[src/rtl/core/fbcp_pkg.sv]
package fbcp_pkg;

	localparam int unsigned CodeBits = 5;
	localparam int unsigned ByteBits = 8;
	localparam int unsigned PendBits = 7;

	localparam logic [7:0] CharA     = 8'h41;
	localparam logic [7:0] CharSpace = 8'h20;
	localparam logic [7:0] CharQuery = 8'h3F;
	localparam logic [7:0] CharFour  = 8'h34;
	localparam logic [7:0] CharSix   = 8'h36;
	localparam logic [7:0] CharEight = 8'h38;
	localparam logic [7:0] CharNine  = 8'h39;

	localparam logic [4:0] CodeSpace = 5'd26;
	localparam logic [4:0] CodeQuery = 5'd27;
	localparam logic [4:0] CodeFour  = 5'd28;
	localparam logic [4:0] CodeSix   = 5'd29;
	localparam logic [4:0] CodeEight = 5'd30;
	localparam logic [4:0] CodeNine  = 5'd31;

	typedef struct packed {
		logic [7:0] data;
		logic       last;
	} out_beat_t;

	function automatic logic [4:0] char_code(input logic [7:0] ch);
		logic [7:0] diff;
		diff = ch - CharA;
		unique case (ch)
			CharSpace: char_code = CodeSpace;
			CharQuery: char_code = CodeQuery;
			CharFour:  char_code = CodeFour;
			CharSix:   char_code = CodeSix;
			CharEight: char_code = CodeEight;
			CharNine:  char_code = CodeNine;
			default:   char_code = diff[4:0];
		endcase
	endfunction

endpackage

[src/rtl/core/five_bit_char_packer.sv]
// Five-bit character packer. Each input beat carries one character, which is
// mapped to a 5-bit code and appended MSB first to a continuous bit stream;
// every byte that fills up leaves as one output beat. A beat with final_char
// set flushes the leftover bits as a zero-padded byte, and the last byte of
// the message carries final_byte. The block takes one character per cycle
// while in_stall is low and emits one byte per cycle while out_stall is low;
// a character is registered first, then its byte passes through the 2-entry
// output queue. An input beat that yields two bytes (a final flush after a
// full byte) waits in the input register until the output queue is empty.
module five_bit_char_packer
	import fbcp_pkg::*;
(
	input  logic       clk,
	input  logic       arst_n,
	input  logic       in_valid,
	output logic       in_stall,
	input  logic [7:0] char_byte,
	input  logic       final_char,
	output logic       out_valid,
	input  logic       out_stall,
	output logic [7:0] packed_byte,
	output logic       final_byte
);

	logic       valid_s1;
	logic [7:0] char_s1;
	logic       final_s1;

	logic [PendBits-1:0] pend_bits_q;
	logic [2:0]          pend_cnt_q;

	out_beat_t  fifo_q [2];
	logic       rd_ptr_q;
	logic       wr_ptr_q;
	logic [1:0] fifo_cnt_q;

	logic [4:0]  code;
	logic [11:0] acc;
	logic [3:0]  cnt_sum;
	logic        full;
	logic [2:0]  rest;
	logic [11:0] acc_shr;
	logic [11:0] rem_mask;
	logic [PendBits-1:0] rem;
	logic [2:0]  cnt_after;
	logic [14:0] flush_shl;
	logic [2:0]  flush_amt;
	logic        do_flush;
	logic [1:0]  n_push;
	logic [1:0]  n_free;
	logic        adv;
	logic        pop;
	out_beat_t   beat0;
	out_beat_t   beat1;

	always_comb begin
		code      = char_code(char_s1);
		acc       = {pend_bits_q, code};
		cnt_sum   = {1'b0, pend_cnt_q} + 4'(CodeBits);
		full      = cnt_sum >= 4'(ByteBits);
		rest      = 3'(cnt_sum - 4'(ByteBits));
		acc_shr   = acc >> rest;
		rem_mask  = (12'd1 << rest) - 12'd1;
		cnt_after = full ? rest : cnt_sum[2:0];
		rem       = full ? PendBits'(acc & rem_mask) : acc[PendBits-1:0];
		flush_amt = 3'(4'(ByteBits) - {1'b0, cnt_after});
		flush_shl = {8'd0, rem} << flush_amt;
		do_flush  = final_s1 && (cnt_after != 3'd0);
		n_push    = {1'b0, full} + {1'b0, do_flush};

		beat0.data = full ? acc_shr[7:0] : flush_shl[7:0];
		beat0.last = full ? (final_s1 && !do_flush) : 1'b1;
		beat1.data = flush_shl[7:0];
		beat1.last = 1'b1;

		n_free   = 2'd2 - fifo_cnt_q;
		adv      = valid_s1 && (n_free >= n_push);
		in_stall = valid_s1 && !adv;
		pop      = out_valid && !out_stall;
	end

	always_ff @(posedge clk or negedge arst_n) begin
		if (!arst_n) begin
			valid_s1 <= 1'b0;
		end else if (!in_stall) begin
			valid_s1 <= in_valid;
		end
	end

	always_ff @(posedge clk) begin
		if (!in_stall && in_valid) begin
			char_s1  <= char_byte;
			final_s1 <= final_char;
		end
	end

	always_ff @(posedge clk or negedge arst_n) begin
		if (!arst_n) begin
			pend_bits_q <= '0;
			pend_cnt_q  <= '0;
		end else if (adv) begin
			if (final_s1) begin
				pend_bits_q <= '0;
				pend_cnt_q  <= '0;
			end else begin
				pend_bits_q <= rem;
				pend_cnt_q  <= cnt_after;
			end
		end
	end

	always_ff @(posedge clk) begin
		if (adv && n_push != 2'd0) begin
			fifo_q[wr_ptr_q] <= beat0;
		end
		if (adv && n_push == 2'd2) begin
			fifo_q[~wr_ptr_q] <= beat1;
		end
	end

	always_ff @(posedge clk or negedge arst_n) begin
		if (!arst_n) begin
			rd_ptr_q   <= 1'b0;
			wr_ptr_q   <= 1'b0;
			fifo_cnt_q <= '0;
		end else begin
			if (pop) begin
				rd_ptr_q <= ~rd_ptr_q;
			end
			if (adv) begin
				wr_ptr_q <= wr_ptr_q ^ n_push[0];
			end
			fifo_cnt_q <= fifo_cnt_q + (adv ? n_push : 2'd0) - {1'b0, pop};
		end
	end

	assign out_valid   = fifo_cnt_q != 2'd0;
	assign packed_byte = fifo_q[rd_ptr_q].data;
	assign final_byte  = fifo_q[rd_ptr_q].last;

	// every input beat leaves at least one byte when final
	a_final_push: assert property (@(posedge clk) disable iff (!arst_n)
		(adv && final_s1) |-> (n_push != 2'd0))
		else $error("final beat produced no byte");

	a_final_clears: assert property (@(posedge clk) disable iff (!arst_n)
		(adv && final_s1) |=> (pend_cnt_q == 3'd0))
		else $error("pending bits survive a final beat");

	a_fifo_bound: assert property (@(posedge clk) disable iff (!arst_n)
		fifo_cnt_q <= 2'd2)
		else $error("output queue overflow");

	a_ptr_gap: assert property (@(posedge clk) disable iff (!arst_n)
		(fifo_cnt_q == 2'd1) |-> (rd_ptr_q != wr_ptr_q))
		else $error("queue pointers disagree with count");

endmodule
[config.mk]
export PLATFORM = sky130hd
export DESIGN_NAME = five_bit_char_packer
export DESIGN_NICKNAME = d
export VERILOG_FILES = /design/src/rtl/core/fbcp_pkg.sv /design/src/rtl/core/five_bit_char_packer.sv
export SDC_FILE = /design/constraint.sdc
export NUM_CORES = 1
export LEC_CHECK = 0
export BUFFER_PORTS_ARGS = -buffer_cell sky130_fd_sc_hd__buf_2
export CAP_MARGIN = 20
export CORE_UTILIZATION = 40
export CTS_BUF_LIST = sky130_fd_sc_hd__clkbuf_16
export CTS_CLUSTER_SIZE = 10
export DETAILED_ROUTE_END_ITERATION = 16
export MAX_ROUTING_LAYER = met4
export PLACE_DENSITY = 0.68
export SETUP_SLACK_MARGIN = 0.1
export SLEW_MARGIN = 20
export SYNTH_ARGS = -nofsm -noshare
export SYNTH_HDL_FRONTEND = slang
export SYNTH_SLANG_ARGS = --single-unit
[constraint.sdc]
create_clock -name clk -period 5.18 [get_ports clk]
set_clock_uncertainty 0.2 [all_clocks]
set_input_delay 0 -clock clk [delete_from_list [all_inputs] [get_ports clk]]
set_output_delay 0 -clock clk [all_outputs]
set_load 0.01 [all_outputs]
* Word level (Yosys, flattened, before mapping) *
Memories as Yosys holds them, arrays and structs flattened.
Cells that the tools add are included.

storage, ports and cells
  bits in writable memories = 18
  input port bits = 13
  memory bits (read-only) = 0
  bits in registers = 24
  latch bits = 0
  memories = 1

operators by class
  $mul = 0
  divide/modulo/power cells = 0
  $lt $le $gt $ge = 2
  multiplexer cells = 12
  bitwise logic cells = 4
  add/sub/neg operators = 9
  reduce and logical (&&, ||, !) cells = 15
  equality and inequality tests = 7
  shift-type cells = 3

memories
  name    depth  bits a word  read ports  clocked after memory_dff  write ports  line                        RTL
  fifo_q  2      9            1           0                         2            five_bit_char_packer.sv:32  out_beat_t fifo_q [2];

operators with widths
  cell                                                                    number
  8-bit by 6-bit equality test with 1-bit output (second input constant)  6
  5-bit case mux with 6 select lines                                      1
  7-bit two-way mux                                                       2
  12-bit by 3-bit right shift with 8-bit output                           1
  1-bit logical AND                                                       8
  8-bit two-way mux                                                       1
  7-bit by 3-bit << shifter with 8-bit output                             1
  7-bit bitwise AND                                                       1
  1-bit by 3-bit << shifter with 7-bit output (first input constant)      1
  7-bit by 1-bit subtractor with 7-bit output (second input constant)     1
  3-bit two-way mux                                                       2
  1-bit two-way mux                                                       5
  5-bit by 1-bit subtractor with 5-bit output (second input constant)     1
  3-bit by 3-bit adder with 4-bit output (second input constant)          1
  4-bit >= comparator (second input constant)                             1
  1-bit zero test                                                         4
  2-bit nonzero test                                                      2
  3-bit nonzero test                                                      1
  1-bit by 3-bit subtractor with 3-bit output (first input constant)      1
  3-bit by 1-bit subtractor with 3-bit output (second input constant)     1
  1-bit by 1-bit adder with 2-bit output                                  1
  2-bit adder                                                             1
  2-bit equality test (second input constant)                             1
  2-bit >= comparator                                                     1
  other kinds (5)                                                         6

* Depth between registers and ports, before layout *
Gate-level depths: netlist of run 1.

  depth after elaboration = 12
  depth in mapped cells = 17
  depth with buffers taken out = 17

* Worst setup path after synthesis of run 1 *
Ideal clock, no wire load.

  path type = flip-flop to flip-flop
  from = register pend_cnt_q[0]
  to = register fifo_cnt_q[1]
  arrival time = 3.188 ns
  clock period less this slack = 3.468 ns
  library setup time = 0.080 ns
  path slack = 1.712 ns
  stages on the path, launching flop included = 18
  buffers on the path = 0
  cell sequence = dfrtp_1 -> ha_1 -> ha_1 -> inv_1 -> nand2_1 -> inv_1 -> ha_1 -> ha_1 -> nand2b_1 -> a21oi_1 -> nor2b_1 -> nand2_1 -> ha_1 -> inv_1 -> ha_1 -> xnor2_1 -> xnor2_1 -> xnor2_1

on the way
  cells in the longest elaborated chain, start to end = 11
  elaborated cells on any way between the ends = 12

ends and longest elaborated chain
  what                                                                                line                                                    RTL
  start: declaration                                                                  five_bit_char_packer.sv:30                              logic [2:0] pend_cnt_q;
  start signal: assignment                                                            five_bit_char_packer.sv:107                             pend_cnt_q <= cnt_after;
  3-bit by 3-bit adder with 4-bit output (*)                                          five_bit_char_packer.sv:59                              cnt_sum = {1'b0, pend_cnt_q} + 4'(CodeBits);
  4-bit >= comparator or 3-bit by 1-bit subtractor with 3-bit output (tied branches)  five_bit_char_packer.sv:60, five_bit_char_packer.sv:61
  3-bit two-way mux                                                                   five_bit_char_packer.sv:64                              cnt_after = full ? rest : cnt_sum[2:0];
  3-bit nonzero test                                                                  five_bit_char_packer.sv:68                              do_flush = final_s1 && (cnt_after != 3'd0);
  1-bit logical AND                                                                   five_bit_char_packer.sv:68
  1-bit by 1-bit adder with 2-bit output (*)                                          five_bit_char_packer.sv:69                              n_push = {1'b0, full} + {1'b0, do_flush};
  2-bit >= comparator                                                                 five_bit_char_packer.sv:77                              adv = valid_s1 && (n_free >= n_push);
  1-bit logical AND                                                                   five_bit_char_packer.sv:77
  2-bit two-way mux (*)                                                               five_bit_char_packer.sv:133                             fifo_cnt_q <= fifo_cnt_q + (adv ? n_push : 2'd0) - {1'b0, pop};
  2-bit adder (*)                                                                     five_bit_char_packer.sv:133
  2-bit by 1-bit subtractor with 2-bit output (*)                                     five_bit_char_packer.sv:133
  end signal: assignment                                                              five_bit_char_packer.sv:133
  end: declaration                                                                    five_bit_char_packer.sv:35                              logic [1:0] fifo_cnt_q;

Every way passes the cells marked *; elsewhere a longest branch is shown, timed or not.
A chain may end at the register's enable or synchronous reset.

* Worst setup path in the final report of run 1 *
Ends and elaborated chain as after synthesis.

==> results of run 1 <==
stage by stage:
step / hold WS (ns) / std cells / area [um^2] / setup slack [ns]
6_report: 0.228 / 478 / 3710 / 0.889
5_1_grt: 0.226 / 478 / 3710 / 0.619
4_1_cts: 0.225 / 478 / 3710 / 0.892
3_5_place_dp: -0.277 / 457 / 3440 / 0.937
3_3_place_gp: -0.276 / 457 / 3440 / 1.04
2_1_floorplan: -0.496 / 352 / 3290 / 1.71
cell usage after synthesis, drive strengths merged (2+ instances only):
cell type	number
nand2	32
nor2	28
edfxtp	25
ha	21
o21ai	20
inv	19
clkbuf	16
a21oi	15
dfrtp	15
mux2	14
nand3	10
nor3	8
mux2i	6
nand2b	6
o22ai	6
or3	6
xnor2	6
buf	5
nor2b	5
a22o	4
a31oi	4
a32o	4
nor3b	4
o21bai	4
o31a	4
and2	3
nor4	3
o211ai	3
o21a	3
o32ai	3
or2	3
xor2	3
a211oi	2
a21o	2
a22oi	2
a2bb2oi	2
a31o	2
and3	2
dfxtp	2
nand4b	2
nor4b	2
o2111ai	2
o2bb2ai	2
o311a	2
o311ai	2
power by group through the flow:
stage	Combinational, mW	Sequential [mW]	Clock [mW]
2_1_floorplan	1.30	0.594	0
3_3_place_gp	1.60	0.645	0
3_5_place_dp	1.62	0.652	0
4_1_cts	1.65	0.646	0.301
5_1_grt	1.82	0.663	0.316
6_report	1.67	0.645	0.296
kinds of logic (layout without fill, tap and decap cells):
logic type      Yosys count  count (layout)  share of synthesized area (%)
buf+inv                  40              64                           5.13
simple gates            119             119                           19.4
compound gates          100             100                           22.4
mux                      21              21                           7.30
fa+ha+maj                21              21                           7.98
xor+xnor                  9               9                           2.39
flops                    42              42                           35.4
sequential cells by signal (all words and copies together) (netlist names):
signal / count
fifo_q: 18
final_s1: 1
rd_ptr_q: 1
char_s1: 8
wr_ptr_q: 1
valid_s1: 1
pend_cnt_q: 3
fifo_cnt_q: 2
pend_bits_q: 7
layout make-up:
type                    instances  area [um^2]  area share [%]
well taps                     102          128            3.44
inverters                      19         71.3            1.92
clock buffers                   5          125            3.37
repair buffers                 37          253            6.81
multi-input cells             270         1960            52.7
flip-flops and latches         42         1170            31.4
clock inverters                 3         13.8           0.371
metal layers:
metal	part of all wire [%]	vias up
met5	0	-
met3	7.1	31
met4	3.2	0
li1	-	1372
met1	43	1351
met2	47	129
final timing paths:
| check | slack [ns] | depth (start not counted) | from | end |
|---|---|---|---|---|
| worst max-delay path | 0.89 | 18 | pend_cnt_q[0] | fifo_cnt_q[1] |
| worst min-delay path | 0.23 | 2 | final_char | final_s1 |
| worst max register to register | 0.89 | 18 | pend_cnt_q[0] | fifo_cnt_q[1] |
| worst min register to register | 0.29 | 1 | fifo_q[1][0] | fifo_q[1][0] |
| max in group asynchronous | 3.74 | 3 | arst_n | pend_bits_q[4] |
| min in group asynchronous | 0.61 | 3 | arst_n | valid_s1 |
==> metrics.md, run 1 <==
| Metric | Value |
|---|---|
| Ports | 24 |
| Layout cells sized above 1 | 15.4% |
| Switching share of total power | 48.2% |
| Cell Int Power | 1.35 mW |
| Net switching power | around 1.3 mW |
| Initial Util | 41.9% |
| Static Leak | 1.49 nW |
| Hold_buf cts | 13 |
| Min Tclk post-route | between 4 and 5 ns |
| Most frequent CP cell | ha_1 |
| Fin nets | 409 |
| Critical path startpoint category | flop |
| Number of synthesized flops with an enable pin | 25 |
| RSZ-0062 raised after global routing | no |
| Top delay family on crit path | adder cells |
| Flops & latches, synth | 42 |
| Max-slew headroom | between 30% and 40% |
| H-tree Lvls | 2 |
| Post-route DRC | 0 |
| Die Span Y | 92.7 um |
| HPWL Detailed | between 5000 and 6000 um |
| Std-Cell Rows | 32 |
| Status | completed |
| Total Routed Length | between 7000 and 8000 um |
| Root Driver | clkbuf_16 |
| Post-synth top area share | around 23% |
| Reg power frac | 24.7% |
| CTS tree | built |
| Critical-path top delay cell | nor2b_1 |
| Power after layout | 2.61 mW |
| Final-report hold violation count | 0 |
| Die area | 8600 um^2 |
| P&R area growth vs syn | 12.8% |
| Commonest non-fill, non-tap cell in the layout | nand2_1 |
| Largest stage delay, worst path | around 0.53 ns |
| Clock buffer count from CTS | 5 |
| GR met3 Demand/Resource | 3.12% |
| Clock Tree Buf Depth | 2 |
| Routed vias | 2883 |
| Worst VDD drop | 386 uV |
| DRT Pass-1 Iters | 5 |
| Post-DR wirelength/cell | 16.3 um |
| Antenna viol nets, final | 0 |
| Core Region | 7850 um^2 |
| Max-Cap Viols | 0 |
| Cell taking the most area after synthesis | edfxtp_1 |
| Aggregate global-route resource usage | 19.5% |
| Sum Neg Setup Slack | 0 ns |
| Post-Syn Area | 3290 um^2 |
| Post-cts gate resize count | 0 |
| Syn Inst Count | 352 |
| Clk sinks | 42 |
| Critical path cell sequence | buf_4, ha_1, ha_1, inv_1, nand2_1, inv_1, ha_1, ha_1, nand2b_1, a21oi_1, nor2b_1, nand2_1, ha_1, inv_1, ha_1, xnor2_1, xnor2_1, xnor2_1 |
| Power Dens Cells | 702 nW/um^2 |
| Grt total ovfl | 0 |
| Largest net degree at the start of global routing | 34 |
| Worst hold path class | in -> reg |
| Clock latency on the worst-skew pair | approximately 0.28 ns |
| Antenna violations before repair | 0 |
| Req. time, crit path | 5.19 ns |
| Most frequent cells in the layout | 32 x nand2_1, 28 x nor2_1, 25 x edfxtp_1 |
| Worst Path Buf+Inv | 4 |
| CP Class | reg -> reg |
| Warning count from the yosys run | 0 |
| Logic pwr share | a little under two thirds |
| PortBufs | 23 |
| Fillers | 792 |
| Final setup fails | 0 |
| Post-CTS setup buffer count | 0 |
| Gpl congestion | 0.896 |
| Crit path DAT | 4.30 ns |
| Synth Area per Inst | 9.35 um^2 |
| Ys async rst share | 35.7% |
| Clock power share | 11.3% |
| Top_reg_cell synth | edfxtp_1 |
| DIE WIDTH | 92.7 um |
| Synth cell types | 72 |
| Most crowded layer after global routing | met2 |
| Post-synthesis sequential area ratio | between 30% and 40% |
| Grt met1 use | 24.1% |
| Slew @ Worst Pin | 0.900 ns |
| Fmax | 233 MHz |
| GR met2 Demand/Resource | approximately 32% |
| Vias per cell | 6.03 |
| Final Max Slew Viols | 0 |
| ANT cells | 0 |
| Vias in the first global route | ~2700 |
| Ranking of synthesized cells by area | edfxtp_1 23%, dfrtp_1 11%, ha_1 8.0%, mux2_2 4.8%, nand2_1 3.6% |
| First-pass GRT wire length | 12800 um |
| CP Max Fanout | 33 |
| Mapped Nets | 386 |
| 1st-iter DRT viols | 299 |
| Period utilization | 82.8% |
| Fin util | 47.3% |
| Clk slew on worst S/H paths | 0.06 ns |
| Crit path capture type | flop |
No activity file was read; power rests on OpenSTA's default activity.
==> inputs of run 2 (changes only) <==
--- a/config.mk
+++ b/config.mk
@@ -5,6 +5,7 @@
 export SDC_FILE = /design/constraint.sdc
 export NUM_CORES = 1
 export LEC_CHECK = 0
+export ABC_AREA = 1
 export BUFFER_PORTS_ARGS = -buffer_cell sky130_fd_sc_hd__buf_2
 export CAP_MARGIN = 20
 export CORE_UTILIZATION = 40
@@ -12,7 +13,7 @@
 export CTS_CLUSTER_SIZE = 10
 export DETAILED_ROUTE_END_ITERATION = 16
 export MAX_ROUTING_LAYER = met4
-export PLACE_DENSITY = 0.68
+export PLACE_DENSITY = 0.7
 export SETUP_SLACK_MARGIN = 0.1
 export SLEW_MARGIN = 20
 export SYNTH_ARGS = -nofsm -noshare
==> constraint.sdc (replaced) <==
create_clock -name clk -period 3.8 [get_ports clk]
set_clock_uncertainty 0.2 [all_clocks]
set_input_delay 0 -clock clk [delete_from_list [all_inputs] [get_ports clk]]
set_output_delay 0 -clock clk [all_outputs]
set_load 0.01 [all_outputs]
==> metrics.md, run 2 <==
| Metric | Value |
|---|---|
| Final setup fails | 0 |
| CP Max Fanout | 9 |
| Fin util | between 40 and 50% |
| Post-synth top area share | 23.1% |
| ANT cells | 0 |
| Worst hold path stage count | 2 |
| Most frequent CP cell | ha_1 |
| Grt total ovfl | 0 |
| Antenna violations before repair | 0 |
| Synth Area per Inst | 7.86 um^2 |
| Critical-path top delay cell | dfrtp_1 |
| Gpl congestion | 1.01 |
| Most crowded layer after global routing | met2 |
| Flops & latches, synth | 42 |
| Static Leak | 1.80 nW |
| Post-route DRC | 0 |
| Final-report hold violation count | 0 |
| Min Tclk post-route | 3.49 ns |
| First-pass GRT wire length | 13100 um |
| Fin nets | roughly 500 |
| DIE WIDTH | between 90 and 100 um |
| Worst VDD drop | 452 uV |
| Dpl cells | 534 |
| Clk slew on worst S/H paths | 0.06 ns |
| Largest net degree at the start of global routing | 27 |
| R2R cell count | 15 |
| Power Dens Cells | 922 nW/um^2 |
| Most frequent cells in the layout | 98 x nand2_1, 64 x nand3_1, 51 x inv_1 |
| Largest register by flop count | fifo_q |
| Clock Tree Buf Depth | 2 |
| Warning count from the yosys run | 0 |
| Sum Neg Setup Slack | 0 ns |
| Root Driver | clkbuf_16 |
| Post-DR wirelength/cell | 13.9 um |
| Post-synthesis sequential area ratio | ~36% |
| Antenna viol nets, final | 0 |
| Max-Cap Viols | 0 |
| Aggregate global-route resource usage | between 20% and 30% |
| Clk sinks | 42 |
| DRT Pass-1 Iters | 5 |
| P&R area growth vs syn | 15.8% |
| Syn Inst Count | 414 |
| Total Routed Length | 7730 um |
| Reg area | around 1200 um^2 |
| Routed vias | about 2900 |
| GR met2 Demand/Resource | about 34% |
| 1st-iter DRT viols | 296 |
| Ports | 24 |
| H-tree Lvls | 2 |
| Top delay family on crit path | adder cells |
| Post-Syn Area | 3260 um^2 |
| Most common cell in the netlist | nand2_1 |
| CP Class | reg -> reg |
| RSZ-0062 raised after global routing | no |
| Slew @ Worst Pin | 0.675 ns |
| Number of synthesized flops with an enable pin | 25 |
| Critical path depth in cells | 15 |
| Req. time, crit path | 3.80 ns |
| Crit path DAT | ~3.5 ns |
| Largest regs | fifo_q (18), char_s1 (8), pend_bits_q (7) |
| Grt met1 use | ~24% |
| Synth cell types | 39 |
| Crit path capture type | flop |
| Critical path cell sequence | ha_1, ha_1, nor2_2, ha_1, ha_1, o21ai_0, nand2_1, nand2_2, clkinvlp_4, nand2_1, ha_1, inv_1, ha_1, xor2_1, xnor2_1 |
| Mapped Nets | 448 |
| CTS tree | built |
| Clock latency on the worst-skew pair | 0.28 ns |
| Fmax | 286 MHz |
| Cell taking the most area after synthesis | edfxtp_1 |
| Std-Cell Rows | 32 |
| Commonest non-fill, non-tap cell in the layout | nand2_1 |
| Fin Hold WS | 0.228 ns |
| PortBufs | 23 |
| Worst Path Buf+Inv | 2 |
| Layout cells sized above 1 | 20.7% |
| Fillers | between 700 and 800 |
| Final Max Slew Viols | 0 |
| Die area | 8500 um^2 |
| Max reg flops | 18 |
| Critical path startpoint category | flop |
| Vias per cell | 5.26 |
| Initial Util | a little over two fifths |
| Status | completed |
| Top_reg_cell synth | edfxtp_1 |
| Worst hold path class | in -> reg |
| HPWL Detailed | 5840 um |
| Ys async rst share | 35.7% |
| Clock buffer count from CTS | 5 |
| Most frequent cells after synthesis | 98 x nand2_1, 64 x nand3_1, 51 x inv_1, 25 x edfxtp_1, 22 x o21ai_0 |
| Die Span Y | 92.2 um |
| Ranking of synthesized cells by area | edfxtp_1 23%, dfrtp_1 12%, nand2_1 11%, nand3_1 9.8%, ha_1 8.1% |
| Max-slew headroom | 54.9% |
| Power after layout | 3.48 mW |
| Core Region | 7810 um^2 |
| Period utilization | 91.9% |
| Largest stage delay, worst path | 0.42 ns |
| Non-filler cells, final | 556 |
| GR met3 Demand/Resource | ~3.3% |
| Vias in the first global route | 2846 |
| Multi-input gate area | around 1800 um^2 |
run 2: changes by cell type in the layout (fill, tap and decap cells not counted), sizes merged, moves of 6 or more:
| cell | change |
|---|---|
| nand3 | +64 |
| nor2 | -7 |
| o21ai | +8 |
| or3 | -6 |
| mux2 | -6 |
| nand2 | +83 |
| nand2b | -6 |
| mux2i | -6 |
| inv | +34 |
| a21oi | -9 |
run 2: path summary, 6_finish.rpt:
check                              startpoint             end  slack, ns
worst max-delay path            pend_cnt_q[1]   fifo_cnt_q[1]       0.31
worst min-delay path             char_byte[1]      char_s1[1]       0.23
worst max register to register  pend_cnt_q[1]   fifo_cnt_q[1]       0.31
worst min register to register   fifo_q[1][0]    fifo_q[1][0]       0.28
max in group asynchronous              arst_n   pend_cnt_q[2]       2.31
min in group asynchronous              arst_n  pend_bits_q[6]       0.66
run 2: cell type report:
| class | instances | area share (%) |
|---|---|---|
| clock buffers | 5 | 3.32 |
| clock inverters | 3 | 0.365 |
| inverters | 54 | 5.48 |
| multi-input cells | 308 | 48.8 |
| flip-flops and latches | 42 | 30.9 |
| well taps | 102 | 3.39 |
| repair buffers | 42 | 7.70 |
run 2: repair_timing:
item                                   CTS  global route
setup endpoints to repair                0             1
gates resized for setup                  0             2
setup buffers                            0             1
endpoints found under the hold margin   26             0
hold buffers                            13             0
run 2: per-stage QoR:
step,setup slack (ns),area (um^2)
2_1_floorplan,0.491,3260
3_3_place_gp,0.420,3490
3_5_place_dp,0.227,3490
4_1_cts,0.224,3750
5_1_grt,0.0948,3770
6_report,0.306,3770
run 2: layer usage:
metal | wire length (um) | vias up
met4 | 263 | 0
met1 | 3390 | 1322
met3 | 406 | 28
met5 | 0 | -
met2 | 3670 | 116
li1 | - | 1459
run 2: cells by family after synthesis:
family,count (synthesis),share of synthesized area (%)
compound gates,47,8.57
xor+xnor,8,2.15
fa+ha+maj,21,8.07
buf+inv,64,7.76
flops,42,35.8
mux,8,2.77
simple gates,224,34.9
run 2: report_power, final:
group          leakage (nW)  switching [mW]  internal [mW]
combinational          1.28            1.48          0.759
sequential            0.443           0.111          0.731
clock                0.0748           0.159          0.238
==> inputs of run 3 (changes only) <==
--- a/config.mk
+++ b/config.mk
@@ -5,17 +5,17 @@
 export SDC_FILE = /design/constraint.sdc
 export NUM_CORES = 1
 export LEC_CHECK = 0
-export ABC_AREA = 1
 export BUFFER_PORTS_ARGS = -buffer_cell sky130_fd_sc_hd__buf_2
 export CAP_MARGIN = 20
-export CORE_UTILIZATION = 40
+export CORE_UTILIZATION = 50
 export CTS_BUF_LIST = sky130_fd_sc_hd__clkbuf_16
 export CTS_CLUSTER_SIZE = 10
 export DETAILED_ROUTE_END_ITERATION = 16
 export MAX_ROUTING_LAYER = met4
-export PLACE_DENSITY = 0.7
+export PLACE_DENSITY = 0.82
 export SETUP_SLACK_MARGIN = 0.1
 export SLEW_MARGIN = 20
 export SYNTH_ARGS = -nofsm -noshare
 export SYNTH_HDL_FRONTEND = slang
 export SYNTH_SLANG_ARGS = --single-unit
+export TNS_END_PERCENT = 5
==> metrics.md, run 3 (synthesized netlist as in run 1, its figures left out) <==
| Metric | Value |
|---|---|
| Critical path startpoint category | flop |
| Clk slew on worst S/H paths | 0.06 ns |
| Die area | 6910 um^2 |
| Antenna violations before repair | 0 |
| CP Launch Point | pend_cnt_q[1] |
| Post-route DRC | 0 |
| Max reg flops | 18 |
| Cell Int Power | 1.96 mW |
| Fin nets | 420 |
| Period utilization | 90.0% |
| Min Tclk post-route | 3.42 ns |
| P&R area growth vs syn | 15.4% |
| Root Driver | clkbuf_16 |
| RSZ-0062 raised after global routing | no |
| Largest stage delay, worst path | about 0.40 ns |
| Vias in the first global route | between 2000 and 3000 |
| Dpl cell area | ~3500 um^2 |
| Ports | 24 |
| Post-CTS setup buffer count | 0 |
| Clock power share | a little under an eighth |
| Post-DR wirelength/cell | 17.5 um |
| Max-Cap Viols | 0 |
| Crit path DAT | 3.43 ns |
| Final-report hold violation count | 0 |
| Largest net degree at the start of global routing | 33 |
| Routed vias | roughly 3000 |
| Clk sinks | 42 |
| Antenna viol nets, final | 0 |
| Max-slew headroom | a little under half |
| Slew @ Worst Pin | 0.772 ns |
| Critical-path top delay cell | dfrtp_1 |
| Status | completed |
| Static Leak | between 1.5 and 2 nW |
| Most frequent CP cell | ha_1 |
| Reg power frac | 23.7% |
| Critical path cell sequence | ha_2, ha_1, inv_2, nand2_1, inv_1, ha_1, ha_1, nand2b_1, a21oi_1, nor2b_1, nand2_1, ha_1, inv_1, ha_1, xnor2_1, xnor2_1, xnor2_1 |
| Die Span Y | 83.1 um |
| Gpl congestion | 0.950 |
| Worst hold path class | in -> reg |
| First-pass GRT wire length | 13700 um |
| Total Routed Length | a little over 8000 um |
| Worst VDD drop | 794 uV |
| Reg2Reg Launch Point | pend_cnt_q[1] |
| DIE WIDTH | ~83 um |
| Worst Min Path Start | char_byte[5] |
| Power Dens Cells | 989 nW/um^2 |
| Grt total ovfl | 0 |
| Worst Path Buf+Inv | 3 |
| Vias per cell | 6.39 |
| HPWL Detailed | 5880 um |
| Net switching power | roughly 1.8 mW |
| PortBufs | 23 |
| Commonest non-fill, non-tap cell in the layout | nand2_1 |
| Sum Neg Setup Slack | 0 ns |
| Largest regs | fifo_q (18), char_s1 (8), pend_bits_q (7) |
| Final Max Slew Viols | 0 |
| Req. time, crit path | between 3 and 4 ns |
| Design area | 3800 um^2 |
| Clock Tree Buf Depth | 2 |
| CP Max Fanout | 6 |
| Top delay family on crit path | adder cells |
| Clock buffer count from CTS | 5 |
| Std-Cell Rows | 29 |
| Fmax | ~290 MHz |
| CTS tree | built |
| H-tree Lvls | 2 |
| Largest register by flop count | fifo_q |
| Layout cells sized above 1 | about a fifth |
| Final setup fails | 0 |
| 1st-iter DRT viols | 260 |
| Crit path capture type | flop |
| Core Region | roughly 6300 um^2 |
| CP Class | reg -> reg |
| Most frequent cells in the layout | 31 x nand2_1, 27 x nor2_1, 25 x edfxtp_1 |
| DRT Pass-1 Iters | 5 |
| Initial Util | 51.8% |
| Aggregate global-route resource usage | 25.2% |
| Clock latency on the worst-skew pair | slightly below 0.3 ns |
| ANT cells | 0 |
| Switching share of total power | 47.9% |
| Logic pwr share | 64.7% |
-- run 3: through the flow --
stage                     power (mW)  worst slack [ns]  utilization, %  cells  hold slack (ns)
after global placement          3.15             0.358            55.1    443           -0.284
after global routing            4.03            0.0848            59.8    464            0.222
after CTS                       3.68             0.186            59.4    464            0.219
after floorplan                 2.59             0.332               -    352           -0.496
after detailed placement        3.22             0.183            55.1    443           -0.283
final                           3.76             0.378            59.8    464            0.219
-- run 3: layout make-up --
type,count,area [um^2]
fillers,524,2550
flip-flops and latches,42,1170
repair buffers,48,335
clock inverters,3,23.8
inverters,19,71.3
well taps,77,96.3
multi-input cells,270,1980
clock buffers,5,125
-- run 3: worst register-to-register path: stages (launching register included) --
cell,delay (ns)
dfrtp_1,0.40
ha_2,0.25
ha_1,0.25
inv_2,0.09
nand2_1,0.10
inv_1,0.07
ha_1,0.29
ha_1,0.29
nand2b_1,0.10
a21oi_1,0.08
nor2b_1,0.15
nand2_1,0.12
ha_1,0.28
inv_1,0.04
ha_1,0.17
xnor2_1,0.16
xnor2_1,0.16
xnor2_1,0.14
-- run 3: routing by layer --
metal	wire, um	vias to the layer above	track usage (%)
met5	0	-	-
met4	271	0	10.2
met3	650	26	4.67
met2	3930	160	41.1
met1	3280	1395	31.0
li1	-	1384	-
-- run 3: power by group through the flow --
stage	Combinational (mW)	Clock, mW	Sequential [mW]
floorplan	1.78	0	0.809
global placement	2.27	0	0.879
detailed placement	2.33	0	0.894
CTS	2.36	0.439	0.885
global route	2.66	0.456	0.915
finish	2.43	0.436	0.890
-- run 3: final timing paths --
check	to	slack (ns)	cells past startpoint
max	fifo_cnt_q[1]	0.38	17
min	char_s1[5]	0.22	2
max reg2reg	fifo_cnt_q[1]	0.38	17
min reg2reg	fifo_q[1][0]	0.30	1
max in group asynchronous	pend_bits_q[2]	2.33	3
min in group asynchronous	rd_ptr_q	0.62	3
-- run 3: timing repair --
item | CTS | global route
hold buffers | 13 | 0
setup endpoints to repair | 0 | 31
endpoints found under the hold margin | 26 | 0
resized for setup | 0 | 8
